## src/rtl/uvdq_pkg.sv

```systemverilog
`timescale 1ns / 1ps
// ----------------------------------------------------------------------------
// uvdq_pkg
// Shared sizes, request kinds and status codes for the unique value deque.
// ----------------------------------------------------------------------------
package uvdq_pkg;

   localparam int DEPTH  = 16;
   localparam int AW     = $clog2(DEPTH);
   localparam int CW     = $clog2(DEPTH + 1);

   localparam int KIND_W = 4;
   localparam int VAL_W  = 32;
   localparam int IDX_W  = 8;
   localparam int ST_W   = 3;
   localparam int CNT_W  = 9;

   typedef logic signed [VAL_W-1:0] value_type;

   localparam logic [KIND_W-1:0] KIND_INS_HEAD  = 4'd0;
   localparam logic [KIND_W-1:0] KIND_INS_TAIL  = 4'd1;
   localparam logic [KIND_W-1:0] KIND_RM_HEAD   = 4'd2;
   localparam logic [KIND_W-1:0] KIND_RM_TAIL   = 4'd3;
   localparam logic [KIND_W-1:0] KIND_RM_VALUE  = 4'd4;
   localparam logic [KIND_W-1:0] KIND_CONTAINS  = 4'd5;
   localparam logic [KIND_W-1:0] KIND_READ_AT   = 4'd6;
   localparam logic [KIND_W-1:0] KIND_PEEK_HEAD = 4'd7;
   localparam logic [KIND_W-1:0] KIND_PEEK_TAIL = 4'd8;

   localparam logic [ST_W-1:0] ST_OK    = 3'd0;
   localparam logic [ST_W-1:0] ST_EMPTY = 3'd1;
   localparam logic [ST_W-1:0] ST_FULL  = 3'd2;
   localparam logic [ST_W-1:0] ST_RANGE = 3'd3;
   localparam logic [ST_W-1:0] ST_DUP   = 3'd4;
   localparam logic [ST_W-1:0] ST_MISS  = 3'd5;

endpackage

```

## src/rtl/uvdq_if.sv

```systemverilog
`timescale 1ns / 1ps
// ----------------------------------------------------------------------------
// uvdq_if
// Request and response channels of the unique value deque.
// ----------------------------------------------------------------------------
interface uvdq_req_if import uvdq_pkg::*; ();
   logic              valid;
   logic              ready;
   logic [KIND_W-1:0] kind;
   value_type         value;
   logic [IDX_W-1:0]  index;

   modport source (output valid, output kind, output value, output index, input ready);
   modport sink   (input valid, input kind, input value, input index, output ready);
endinterface

interface uvdq_rsp_if import uvdq_pkg::*; ();
   logic             valid;
   logic             ready;
   value_type        result_value;
   logic             hit;
   logic [ST_W-1:0]  status;
   logic [CNT_W-1:0] entry_count;

   modport source (output valid, output result_value, output hit, output status,
                   output entry_count, input ready);
   modport sink   (input valid, input result_value, input hit, input status,
                   input entry_count, output ready);
endinterface

```

## src/rtl/uvdq_ram.sv

```systemverilog
`timescale 1ns / 1ps
// ----------------------------------------------------------------------------
// uvdq_ram
// Generic single-write, single-read RAM with registered read data.
// ----------------------------------------------------------------------------
module uvdq_ram #(
   parameter int WIDTH = 32,
   parameter int DEPTH = 16
) (
   input  logic                     clock,
   input  logic                     wr_en,
   input  logic [$clog2(DEPTH)-1:0] wr_addr,
   input  logic [WIDTH-1:0]         wr_data,
   input  logic [$clog2(DEPTH)-1:0] rd_addr,
   output logic [WIDTH-1:0]         rd_data
);

   logic [WIDTH-1:0] mem [DEPTH];
   logic [WIDTH-1:0] rd_data_ff;

   always_ff @(posedge clock) begin
      if (wr_en) begin
         mem[wr_addr] <= wr_data;
      end
      rd_data_ff <= mem[rd_addr];
   end

   assign rd_data = rd_data_ff;

endmodule

```

## src/rtl/unique_value_deque_core.sv

```systemverilog
`timescale 1ns / 1ps
// ----------------------------------------------------------------------------
// unique_value_deque_core
// Ordered store of distinct values; one entry per cycle through one RAM.
// ----------------------------------------------------------------------------
// Empty ends, bad indexes and unused kinds go straight to the response; peek,
// read at and remove tail read one entry; contains and insert tail search the
// entries; remove value and remove head then shift the later entries down, and
// insert head searches and then shifts every entry up before writing slot 0.
// One request at a time; the RAM's single read port and single write port set the pace.
// Reset (synchronous) empties the store; entries are not cleared.
// ----------------------------------------------------------------------------
module unique_value_deque_core import uvdq_pkg::*; (
   input  logic       clock,
   input  logic       reset,
   uvdq_req_if.sink   req_ch,
   uvdq_rsp_if.source rsp_ch
);

   localparam int CMP_W = (IDX_W > CW) ? IDX_W : CW;

   localparam logic [2:0] S_IDLE   = 3'd0;
   localparam logic [2:0] S_READ   = 3'd1;
   localparam logic [2:0] S_CAPT   = 3'd2;
   localparam logic [2:0] S_SEARCH = 3'd3;
   localparam logic [2:0] S_SHIFT  = 3'd4;
   localparam logic [2:0] S_RESP   = 3'd5;

   logic [2:0]        state_ff,   state_in;
   logic [CW-1:0]     count_ff,   count_in;
   logic              mv_vld_ff,  mv_vld_in;
   logic              chk_vld_ff, chk_vld_in;
   logic              rsp_vld_ff, rsp_vld_in;

   logic [KIND_W-1:0] kind_ff,    kind_in;
   value_type         value_ff,   value_in;
   logic [AW-1:0]     src_ff,     src_in;
   logic [AW-1:0]     dst_ff,     dst_in;
   logic [CW-1:0]     left_ff,    left_in;
   logic              dir_ff,     dir_in;
   logic [AW-1:0]     chk_idx_ff, chk_idx_in;
   value_type         res_ff,     res_in;
   logic              hit_ff,     hit_in;
   logic [ST_W-1:0]   st_ff,      st_in;
   value_type         rsp_val_ff, rsp_val_in;
   logic              rsp_hit_ff, rsp_hit_in;
   logic [ST_W-1:0]   rsp_st_ff,  rsp_st_in;
   logic [CNT_W-1:0]  rsp_cnt_ff, rsp_cnt_in;

   logic              wr_en;
   logic [AW-1:0]     wr_addr;
   logic [VAL_W-1:0]  wr_data;
   logic [VAL_W-1:0]  rd_data;
   logic              req_xfer;
   logic              is_empty;
   logic              is_full;

   uvdq_ram #(
      .WIDTH (VAL_W),
      .DEPTH (DEPTH)
   ) u_ram (
      .clock   (clock),
      .wr_en   (wr_en),
      .wr_addr (wr_addr),
      .wr_data (wr_data),
      .rd_addr (src_ff),
      .rd_data (rd_data)
   );

   assign req_ch.ready = (state_ff == S_IDLE);
   assign req_xfer     = req_ch.valid && (state_ff == S_IDLE);
   assign is_empty     = (count_ff == '0);
   assign is_full      = (count_ff >= CW'(DEPTH));

   always_comb begin
      state_in   = state_ff;
      count_in   = count_ff;
      mv_vld_in  = mv_vld_ff;
      chk_vld_in = chk_vld_ff;
      kind_in    = kind_ff;
      value_in   = value_ff;
      src_in     = src_ff;
      dst_in     = dst_ff;
      left_in    = left_ff;
      dir_in     = dir_ff;
      chk_idx_in = chk_idx_ff;
      res_in     = res_ff;
      hit_in     = hit_ff;
      st_in      = st_ff;
      rsp_val_in = rsp_val_ff;
      rsp_hit_in = rsp_hit_ff;
      rsp_st_in  = rsp_st_ff;
      rsp_cnt_in = rsp_cnt_ff;
      rsp_vld_in = rsp_vld_ff && !rsp_ch.ready;
      wr_en      = 1'b0;
      wr_addr    = dst_ff;
      wr_data    = rd_data;

      case (state_ff)
         S_IDLE: begin
            if (req_xfer) begin
               kind_in    = req_ch.kind;
               value_in   = req_ch.value;
               res_in     = '0;
               hit_in     = 1'b0;
               st_in      = ST_OK;
               chk_vld_in = 1'b0;
               mv_vld_in  = 1'b0;
               case (req_ch.kind)
                  KIND_INS_HEAD, KIND_INS_TAIL, KIND_RM_VALUE, KIND_CONTAINS: begin
                     src_in   = '0;
                     left_in  = count_ff;
                     state_in = S_SEARCH;
                  end
                  KIND_RM_HEAD, KIND_PEEK_HEAD: begin
                     if (is_empty) begin
                        st_in    = ST_EMPTY;
                        state_in = S_RESP;
                     end else begin
                        src_in   = '0;
                        state_in = S_READ;
                     end
                  end
                  KIND_RM_TAIL, KIND_PEEK_TAIL: begin
                     if (is_empty) begin
                        st_in    = ST_EMPTY;
                        state_in = S_RESP;
                     end else begin
                        src_in   = AW'(count_ff - CW'(1));
                        state_in = S_READ;
                     end
                  end
                  KIND_READ_AT: begin
                     if (CMP_W'(req_ch.index) >= CMP_W'(count_ff)) begin
                        st_in    = ST_RANGE;
                        state_in = S_RESP;
                     end else begin
                        src_in   = req_ch.index[AW-1:0];
                        state_in = S_READ;
                     end
                  end
                  default: begin
                     state_in = S_RESP;
                  end
               endcase
            end
         end

         S_READ: begin
            state_in = S_CAPT;
         end

         S_CAPT: begin
            res_in = rd_data;
            hit_in = 1'b1;
            case (kind_ff)
               KIND_RM_HEAD: begin
                  src_in    = AW'(1);
                  left_in   = count_ff - CW'(1);
                  dir_in    = 1'b0;
                  mv_vld_in = 1'b0;
                  state_in  = S_SHIFT;
               end
               KIND_RM_TAIL: begin
                  count_in = count_ff - CW'(1);
                  state_in = S_RESP;
               end
               default: begin
                  state_in = S_RESP;
               end
            endcase
         end

         S_SEARCH: begin
            if (chk_vld_ff && (rd_data == value_ff)) begin
               // match at chk_idx_ff
               chk_vld_in = 1'b0;
               case (kind_ff)
                  KIND_RM_VALUE: begin
                     res_in    = value_ff;
                     hit_in    = 1'b1;
                     src_in    = chk_idx_ff + AW'(1);
                     left_in   = count_ff - CW'(1) - CW'(chk_idx_ff);
                     dir_in    = 1'b0;
                     mv_vld_in = 1'b0;
                     state_in  = S_SHIFT;
                  end
                  KIND_CONTAINS: begin
                     hit_in   = 1'b1;
                     state_in = S_RESP;
                  end
                  default: begin
                     st_in    = ST_DUP;
                     state_in = S_RESP;
                  end
               endcase
            end else if (left_ff != '0) begin
               chk_vld_in = 1'b1;
               chk_idx_in = src_ff;
               src_in     = src_ff + AW'(1);
               left_in    = left_ff - CW'(1);
            end else if (chk_vld_ff) begin
               chk_vld_in = 1'b0;
            end else begin
               // value not stored
               case (kind_ff)
                  KIND_RM_VALUE: begin
                     st_in    = ST_MISS;
                     state_in = S_RESP;
                  end
                  KIND_CONTAINS: begin
                     state_in = S_RESP;
                  end
                  default: begin
                     if (is_full) begin
                        st_in    = ST_FULL;
                        state_in = S_RESP;
                     end else if (kind_ff == KIND_INS_TAIL) begin
                        wr_en    = 1'b1;
                        wr_addr  = count_ff[AW-1:0];
                        wr_data  = value_ff;
                        count_in = count_ff + CW'(1);
                        hit_in   = 1'b1;
                        state_in = S_RESP;
                     end else begin
                        src_in    = AW'(count_ff - CW'(1));
                        left_in   = count_ff;
                        dir_in    = 1'b1;
                        mv_vld_in = 1'b0;
                        hit_in    = 1'b1;
                        state_in  = S_SHIFT;
                     end
                  end
               endcase
            end
         end

         S_SHIFT: begin
            // read src, write previous read one slot over
            if (mv_vld_ff) begin
               wr_en = 1'b1;
            end
            if (left_ff != '0) begin
               mv_vld_in = 1'b1;
               left_in   = left_ff - CW'(1);
               if (dir_ff) begin
                  dst_in = src_ff + AW'(1);
                  src_in = src_ff - AW'(1);
               end else begin
                  dst_in = src_ff - AW'(1);
                  src_in = src_ff + AW'(1);
               end
            end else begin
               mv_vld_in = 1'b0;
               if (!mv_vld_ff) begin
                  if (dir_ff) begin
                     wr_en    = 1'b1;
                     wr_addr  = '0;
                     wr_data  = value_ff;
                     count_in = count_ff + CW'(1);
                  end else begin
                     count_in = count_ff - CW'(1);
                  end
                  state_in = S_RESP;
               end
            end
         end

         S_RESP: begin
            if (!rsp_vld_ff || rsp_ch.ready) begin
               rsp_vld_in = 1'b1;
               rsp_val_in = res_ff;
               rsp_hit_in = hit_ff;
               rsp_st_in  = st_ff;
               rsp_cnt_in = CNT_W'(count_ff);
               state_in   = S_IDLE;
            end
         end

         default: begin
            state_in = S_IDLE;
         end
      endcase
   end

   always_ff @(posedge clock) begin
      if (reset) begin
         state_ff   <= S_IDLE;
         count_ff   <= '0;
         mv_vld_ff  <= 1'b0;
         chk_vld_ff <= 1'b0;
         rsp_vld_ff <= 1'b0;
      end else begin
         state_ff   <= state_in;
         count_ff   <= count_in;
         mv_vld_ff  <= mv_vld_in;
         chk_vld_ff <= chk_vld_in;
         rsp_vld_ff <= rsp_vld_in;
      end
   end

   always_ff @(posedge clock) begin
      kind_ff    <= kind_in;
      value_ff   <= value_in;
      src_ff     <= src_in;
      dst_ff     <= dst_in;
      left_ff    <= left_in;
      dir_ff     <= dir_in;
      chk_idx_ff <= chk_idx_in;
      res_ff     <= res_in;
      hit_ff     <= hit_in;
      st_ff      <= st_in;
      rsp_val_ff <= rsp_val_in;
      rsp_hit_ff <= rsp_hit_in;
      rsp_st_ff  <= rsp_st_in;
      rsp_cnt_ff <= rsp_cnt_in;
   end

   assign rsp_ch.valid        = rsp_vld_ff;
   assign rsp_ch.result_value = rsp_val_ff;
   assign rsp_ch.hit          = rsp_hit_ff;
   assign rsp_ch.status       = rsp_st_ff;
   assign rsp_ch.entry_count  = rsp_cnt_ff;

endmodule

```

## src/flat_wrapper.sv

```systemverilog
// flat-port wrapper written by rule: the top's interface ports become plain ports
module unique_value_deque_core_flat import uvdq_pkg::*;
  (clock, reset, req_ch_valid, req_ch_kind, req_ch_value, req_ch_index, req_ch_ready, rsp_ch_valid, rsp_ch_result_value, rsp_ch_hit, rsp_ch_status, rsp_ch_entry_count, rsp_ch_ready);
  uvdq_req_if req_ch_i ();
  uvdq_rsp_if rsp_ch_i ();
  input  logic clock;
  input  logic reset;
  input wire logic [$bits(req_ch_i.valid)-1:0] req_ch_valid;
  input wire logic [$bits(req_ch_i.kind)-1:0] req_ch_kind;
  input wire logic [$bits(req_ch_i.value)-1:0] req_ch_value;
  input wire logic [$bits(req_ch_i.index)-1:0] req_ch_index;
  output wire logic [$bits(req_ch_i.ready)-1:0] req_ch_ready;
  output wire logic [$bits(rsp_ch_i.valid)-1:0] rsp_ch_valid;
  output wire logic [$bits(rsp_ch_i.result_value)-1:0] rsp_ch_result_value;
  output wire logic [$bits(rsp_ch_i.hit)-1:0] rsp_ch_hit;
  output wire logic [$bits(rsp_ch_i.status)-1:0] rsp_ch_status;
  output wire logic [$bits(rsp_ch_i.entry_count)-1:0] rsp_ch_entry_count;
  input wire logic [$bits(rsp_ch_i.ready)-1:0] rsp_ch_ready;
  assign req_ch_i.valid = req_ch_valid;
  assign req_ch_i.kind = req_ch_kind;
  assign req_ch_i.value = req_ch_value;
  assign req_ch_i.index = req_ch_index;
  assign req_ch_ready = req_ch_i.ready;
  assign rsp_ch_valid = rsp_ch_i.valid;
  assign rsp_ch_result_value = rsp_ch_i.result_value;
  assign rsp_ch_hit = rsp_ch_i.hit;
  assign rsp_ch_status = rsp_ch_i.status;
  assign rsp_ch_entry_count = rsp_ch_i.entry_count;
  assign rsp_ch_i.ready = rsp_ch_ready;
  unique_value_deque_core u_core (.clock(clock), .reset(reset), .req_ch(req_ch_i), .rsp_ch(rsp_ch_i));
endmodule
```

## config.mk

```make
export PLATFORM = sky130hd
export DESIGN_NAME = unique_value_deque_core_flat
export DESIGN_NICKNAME = d
export VERILOG_FILES = /design/src/rtl/uvdq_pkg.sv /design/src/rtl/uvdq_if.sv /design/src/rtl/uvdq_ram.sv /design/src/rtl/unique_value_deque_core.sv /design/src/flat_wrapper.sv
export SDC_FILE = /design/constraint.sdc
export NUM_CORES = 1
export LEC_CHECK = 0
export BUFFER_PORTS_ARGS = -buffer_cell sky130_fd_sc_hd__clkbuf_2
export CELL_PAD_IN_SITES_DETAIL_PLACEMENT = 0
export CELL_PAD_IN_SITES_GLOBAL_PLACEMENT = 2
export CORE_ASPECT_RATIO = 0.75
export CORE_UTILIZATION = 43
export CTS_CLUSTER_DIAMETER = 200
export CTS_CLUSTER_SIZE = 20
export DETAILED_ROUTE_END_ITERATION = 10
export PLACE_DENSITY = 0.82
export SLEW_MARGIN = 40
export SYNTH_ARGS = -nofsm -noshare
export SYNTH_HDL_FRONTEND = slang
export SYNTH_HIERARCHICAL = 1
export SYNTH_SLANG_ARGS = --single-unit
```

## constraint.sdc

```tcl
create_clock -name clock -period 5.2 [get_ports clock]
set_clock_uncertainty 0.1 [all_clocks]
set_input_delay 0.78 -clock clock [delete_from_list [all_inputs] [get_ports clock]]
set_output_delay 0.78 -clock clock [all_outputs]
set_load 0.01 [all_outputs]
```

-- Yosys cells after proc, flatten, opt, wreduce, memory -nomap -nowiden
Memory sizes are Yosys's and may differ from the RTL's. A register that Yosys moved wholly into a read port is not among the register bits.
Cells that the tools add are included.
- memories: 1
- logic and storage cells: 251
- bits of input ports: 48
- flip-flop bits (word level): 142
- RAM bits: 512
- output and inout port bits: 47
- memory list (name ; words ; width ; read ports ; clocked after Yosys merged registers in ; wr ports ; RTL line ; text):
    u_core.u_ram.mem ; 16 ; 32 ; 1 ; 1 ; 1 ; uvdq_ram.sv:18 ; logic [WIDTH-1:0] mem [DEPTH];
- bitwise operators: 1
- order comparisons: 2
- equal/unequal tests: 54
- add/subtract/negate cells: 7
- reduce and logical (&&, ||, !) cells: 34
- multiplexer cells: 133
- operators with widths (cell ; number):
    32-bit two-way mux ; 12
    5-bit two-way mux ; 21
    4-bit two-way mux ; 24
    32-bit one-hot mux with 3 select lines ; 1
    32-bit one-hot mux with 2 select lines ; 1
    3-bit two-way mux ; 17
    1-bit two-way mux ; 41
    32-bit == test ; 1
    4-bit one-hot mux with 4 select lines ; 2
    4-bit by 3-bit == test with 1-bit output (second input constant) ; 6
    3-bit != test (second input constant) ; 8
    5-bit one-hot mux with 4 select lines ; 1
    10-bit AND reduction ; 2
    3-bit one-hot mux with 2 select lines ; 3
    3-bit one-hot mux with 6 select lines ; 1
    4-bit by 2-bit == test with 1-bit output (second input constant) ; 4
    2-bit by 1-bit != test with 1-bit output (second input constant) ; 8
    2-bit != test (second input constant) ; 8
    5-bit one-hot mux with 3 select lines ; 1
    7-bit AND reduction ; 2
    13-bit AND reduction ; 1
    3-bit by 2-bit != test with 1-bit output (second input constant) ; 4
    5-bit by 1-bit subtractor with 5-bit output (second input constant) ; 2
    3-bit one-hot mux with 3 select lines ; 1
    41 further kinds ; 59

-- Logic depth before layout (Yosys ltp)
- depth in word-level cells: 10
- mapped depth: 11
- depth with buffers taken out: 10

-- Cells and area by module
Netlist, hierarchy kept.
- modules (own cells, without submodules) (module ; cells each ; sequential area each (um^2) ; area each (um^2) ; instances):
    uvdq_ram ; 838 ; 16015.4 ; 19836.5 ; 1
    unique_value_deque_core ; 603 ; 4154.0 ; 7323.3 ; 1

-- Worst setup path before layout
No wires, ideal clock.
- path type: reg2reg
- start: reg u_core.left_ff[0]
- end: mem u_core.u_ram.mem[0][0], enable pin
- slack: -0.136 ns
- stages on the path, launching flop included: 11
- library setup time: 0.461 ns
- arrival time: 4.775 ns
- path through: edfxtp_1 -> inv_1 -> ha_1 -> or4b_1 -> buf_2 -> nor3_4 -> a21oi_2 -> buf_2 -> a22o_1 -> or3b_2 -> nor3_1
- elaborated cells between the ends (all ways): 11
- RTL lines (element ; RTL line ; text):
    start: declaration ; unique_value_deque_core.sv:39 ; logic [CW-1:0] left_ff, left_in;
    start signal: assignment ; unique_value_deque_core.sv:307 ; left_ff <= left_in;
    5-bit nonzero test (*) ; unique_value_deque_core.sv:197, unique_value_deque_core.sv:243 ;
    4-bit two-way mux ; unique_value_deque_core.sv:197 ; end else if (left_ff != '0) begin
    4-bit two-way mux ; unique_value_deque_core.sv:175 ; if (chk_vld_ff && (rd_data == value_ff)) begin
    4-bit one-hot mux with 2 select lines (*) ; unique_value_deque_core.sv:99 ; case (state_ff)
    named net u_core.wr_addr[2] ; unique_value_deque_core.sv:51 ; logic [AW-1:0] wr_addr;
    end: declaration ; uvdq_ram.sv:18 ;
The timed path passes the listed nets; every way through them passes the cells marked *.

-- Final worst setup path
Ends and elaborated chain as after synthesis.

==> out/results.ini <==
[outcome]
run_status = completed

[cells_and_area]
num-nets-final = 1612
post-route-util = 0.486
leading_cell_types_in_the_layout_fill_and_taps_excluded = 643 x edfxtp_1, 128 x mux4_2, 90 x clkbuf_2
area_growth_pct = 11.4
antennaDiodeCount = 0
post_route_cells_drive_above_1_share = 0.222
final_common_cell = edfxtp_1

[placement]
number_of_buffers_inserted_by_port_buffering = 90
dpl.hpwl_um = 39600
globalplace.congestion = 0.840
dp_slack_ns = 1.23

[die]
initial_core_util = 0.436
die-width_um = 292
die-area_um2 = 64200
top_level_ports = 95
placementRows = 79
die_height_um = 220
core-area_um2 = 62300

[worst_setup_path]
crit_startpoint = u_core/left_ff[0]$_DFFE_PP_
critical_path_maximum_fanout = 23
timing.critical_path.slowest_cell_delay_ns = 0.61
timing.critical_path.cells = inv_1 -> ha_1 -> or4b_1 -> buf_4 -> nor3_4 -> a21oi_4 -> a22o_1 -> or3b_2 -> nor3_4 -> buf_12
critical_path_s_most_frequent_cell = nor3_4
critical_path.endpoint_type = flop
crit_path_required_time_ns = 5.38
timing_worst_setup_path_type = flop to flop
timing.reg2reg.worst_path_depth = 10
critPathSlowestCell = or3b_2
timing.rr.start = u_core/left_ff[0]$_DFFE_PP_
worst-endpoint-arrival_ns = 4.21
cp-start-kind = flop

[yosys]
cell_area_after_technology_mapping_um2 = 27200
synthCells = 1441
synth_enable_flop_cells = 643
ys_seq_area_frac = 0.743
yosysWarningCount = 6
synthArstFlopShare = 0
netlist-cell-type-count = 66
yosys_register_bits = 686
syn_area_per_cell_um2 = 18.8
synth-main-ff-cell = edfxtp_1

[global_routing]
overflow = 0
grt_usage = 0.197
grt_antenna_before_repair = 0
first_global_vias = 13500
grt_pass1_wl_um = 91800
pin_count_of_the_biggest_net_entering_global_routing = 61

[route]
drcViolationCount = 0
ant_nets = 0
detailroute.via_count = 13900
drt_pre_antenna_iters = 7
route.detailed.wl_per_inst_um = 26.2
drt_first_iter_violations = 1552
detail_route.wirelength_um = 62500
route.detailed.vias_per_inst = 5.81

[cts]
clock_tree.root_cell = clkbuf_16
count_of_cells_resized_by_post_cts_repair = 0
clkLatencyLatePin_ns = 0.59
clock_path_buffers = 3
number_of_buffers_inserted_during_clock_tree_synthesis = 40
clock_edge_transition_at_the_registers_on_the_reported_setup_and_hold_paths_ns = 0.09
clock_tree_from_tritoncts = yes
clkSinkCount = 686
htree_levels = 2
post-cts-setup-buffer-count = 0
ctsHoldBuffers = 0

[pwr]
irDropWorstVdd_mv = 0.268
power.density_nw_per_um2 = 455
total_leakage_power_nw = 9.77

[timing]
post-route-worst-setup-slack_ns = 1.17
final.period_utilization = 0.775
relSlewSlack = 0.497
rsz0062_at_grt = false
worstMarginPinSlew_ns = 0.745
final-setup-viol-count = 0
min_tclk_post_route_ns = 4.03
timing.setup.tns_ns = 0
drv_slew = 0
max_freq_mhz = 248
final_report_hold_violation_count = 0

[worst_hold_path]
hold_class = input port to flop
whs_path_depth = 1
holdCritStartpoint = req_ch_value[19]

[flow_run]
cap_violations = 0

[routing by layer]
layer,track usage,share of wire,wire (um)
met1,0.308,0.46,29000
met2,0.292,0.44,27700
met3,0.0291,0.079,4950
met4,0.0414,0.015,929
met5,0,0,0
[final timing paths]
kind / end / slack [ns]
setup / recovery: u_core/u_ram/mem[0][0]$_DFFE_PP_ / 1.17
hold / removal: u_core/value_ff[19]$_DFFE_PP_ / 0.26
setup reg to reg: u_core/u_ram/mem[0][0]$_DFFE_PP_ / 1.17
hold reg to reg: u_core/rsp_ch.status[1]$_DFFE_PP_ / 0.33
[per-stage QoR]
step | hold slack, ns | area, um^2 | power (mW) | instances
after floorplan | 0.300 | 27200 | 9.36 | 1444
after global placement | 0.309 | 28800 | 10.4 | 2305
after detailed placement | 0.306 | 29100 | 10.6 | 2316
after CTS | 0.241 | 30200 | 13.8 | 2390
after global routing | 0.251 | 30300 | 14.3 | 2390
final | 0.260 | 30300 | 13.8 | 2390
[cells by family (layout without fill, tap and decap cells)]
logic type,after synthesis,after routing,share of synthesized area
XOR/XNOR,51,51,0.0164
AO/OA/AOI/OAI,172,172,0.0444
buffers and inverters,104,240,0.0168
flip-flops,686,686,0.743
adder cells (fa/ha/maj),16,16,0.00765
AND/OR/NAND/NOR,208,208,0.0367
multiplexers,203,203,0.135
other,1,4,0.000138
[cells in the mapped netlist (4+ instances only)]
cell / n / share of area
o21ai_1: 8 / 0.0015
nand3_1: 16 / 0.0029
xor2_1: 8 / 0.0026
a22o_1: 6 / 0.0019
nand2_1: 53 / 0.0073
clkbuf_1: 39 / 0.0054
a21oi_1: 34 / 0.0063
inv_1: 25 / 0.0035
dfxtp_1: 43 / 0.032
edfxtp_1: 643 / 0.71
ha_1: 15 / 0.0069
o21a_1: 4 / 0.0011
a22oi_1: 65 / 0.018
xnor2_1: 43 / 0.014
buf_1: 13 / 0.0018
nor3_1: 14 / 0.0026
buf_2: 13 / 0.0024
a211oi_1: 6 / 0.0017
a221oi_1: 4 / 0.0013
nand2b_1: 11 / 0.0025
buf_4: 13 / 0.0036
mux2i_1: 42 / 0.015
a21o_1: 6 / 0.0017
nor2_1: 72 / 0.010
mux2_1: 30 / 0.012
nand4_1: 6 / 0.0014
nor2b_1: 7 / 0.0016
o21ai_0: 17 / 0.0031
mux4_2: 128 / 0.11
[sequential cells by signal (all words and copies together), names as in the netlist]
| register | flops |
|---|---|
| u_core/u_ram/rd_data | 32 |
| u_core/dir_ff | 1 |
| u_core/rsp_ch.entry_count | 5 |
| u_core/u_ram/mem | 512 |
| u_core/dst_ff | 4 |
| u_core/value_ff | 32 |
| u_core/chk_vld_ff | 1 |
| u_core/res_ff | 32 |
| u_core/hit_ff | 1 |
| u_core/count_ff | 5 |
| u_core/chk_idx_ff | 4 |
| u_core/mv_vld_ff | 1 |
| u_core/rsp_ch.hit | 1 |
| u_core/rsp_ch.status | 3 |
| u_core/src_ff | 4 |
| u_core/state_ff | 3 |
| u_core/rsp_ch.result_value | 32 |
| u_core/rsp_ch.valid | 1 |
| u_core/st_ff | 3 |
| u_core/left_ff | 5 |
| u_core/kind_ff | 4 |
[report_power, final]
| group | total (mW) | switching, mW | internal, mW |
|---|---|---|---|
| Combinational | 3.22 | 2.04 | 1.18 |
| Clock | 3.25 | 1.74 | 1.51 |
| Sequential | 7.28 | 0.259 | 7.02 |
| Total | 13.8 | 4.05 | 9.71 |
[layout make-up]
cell class	count	area (um^2)
Fill cell	5133	32000
Timing Repair Buffer	140	1080
Tap cell	810	1010
Inverter	26	97.6
Clock inverter	3	33.8
Sequential cell	686	20200
Clock buffer	71	1140
Multi-Input combinational cell	654	6720
[critical path, delay by kind of cell, from the launching register on]
family          cells  cell delay, ns
fa+ha+maj           1            0.22
buf+inv             3            0.57
simple gates        4            1.97
flops               1            0.42
compound gates      2            0.42
Power figures use the tool's default switching activity.
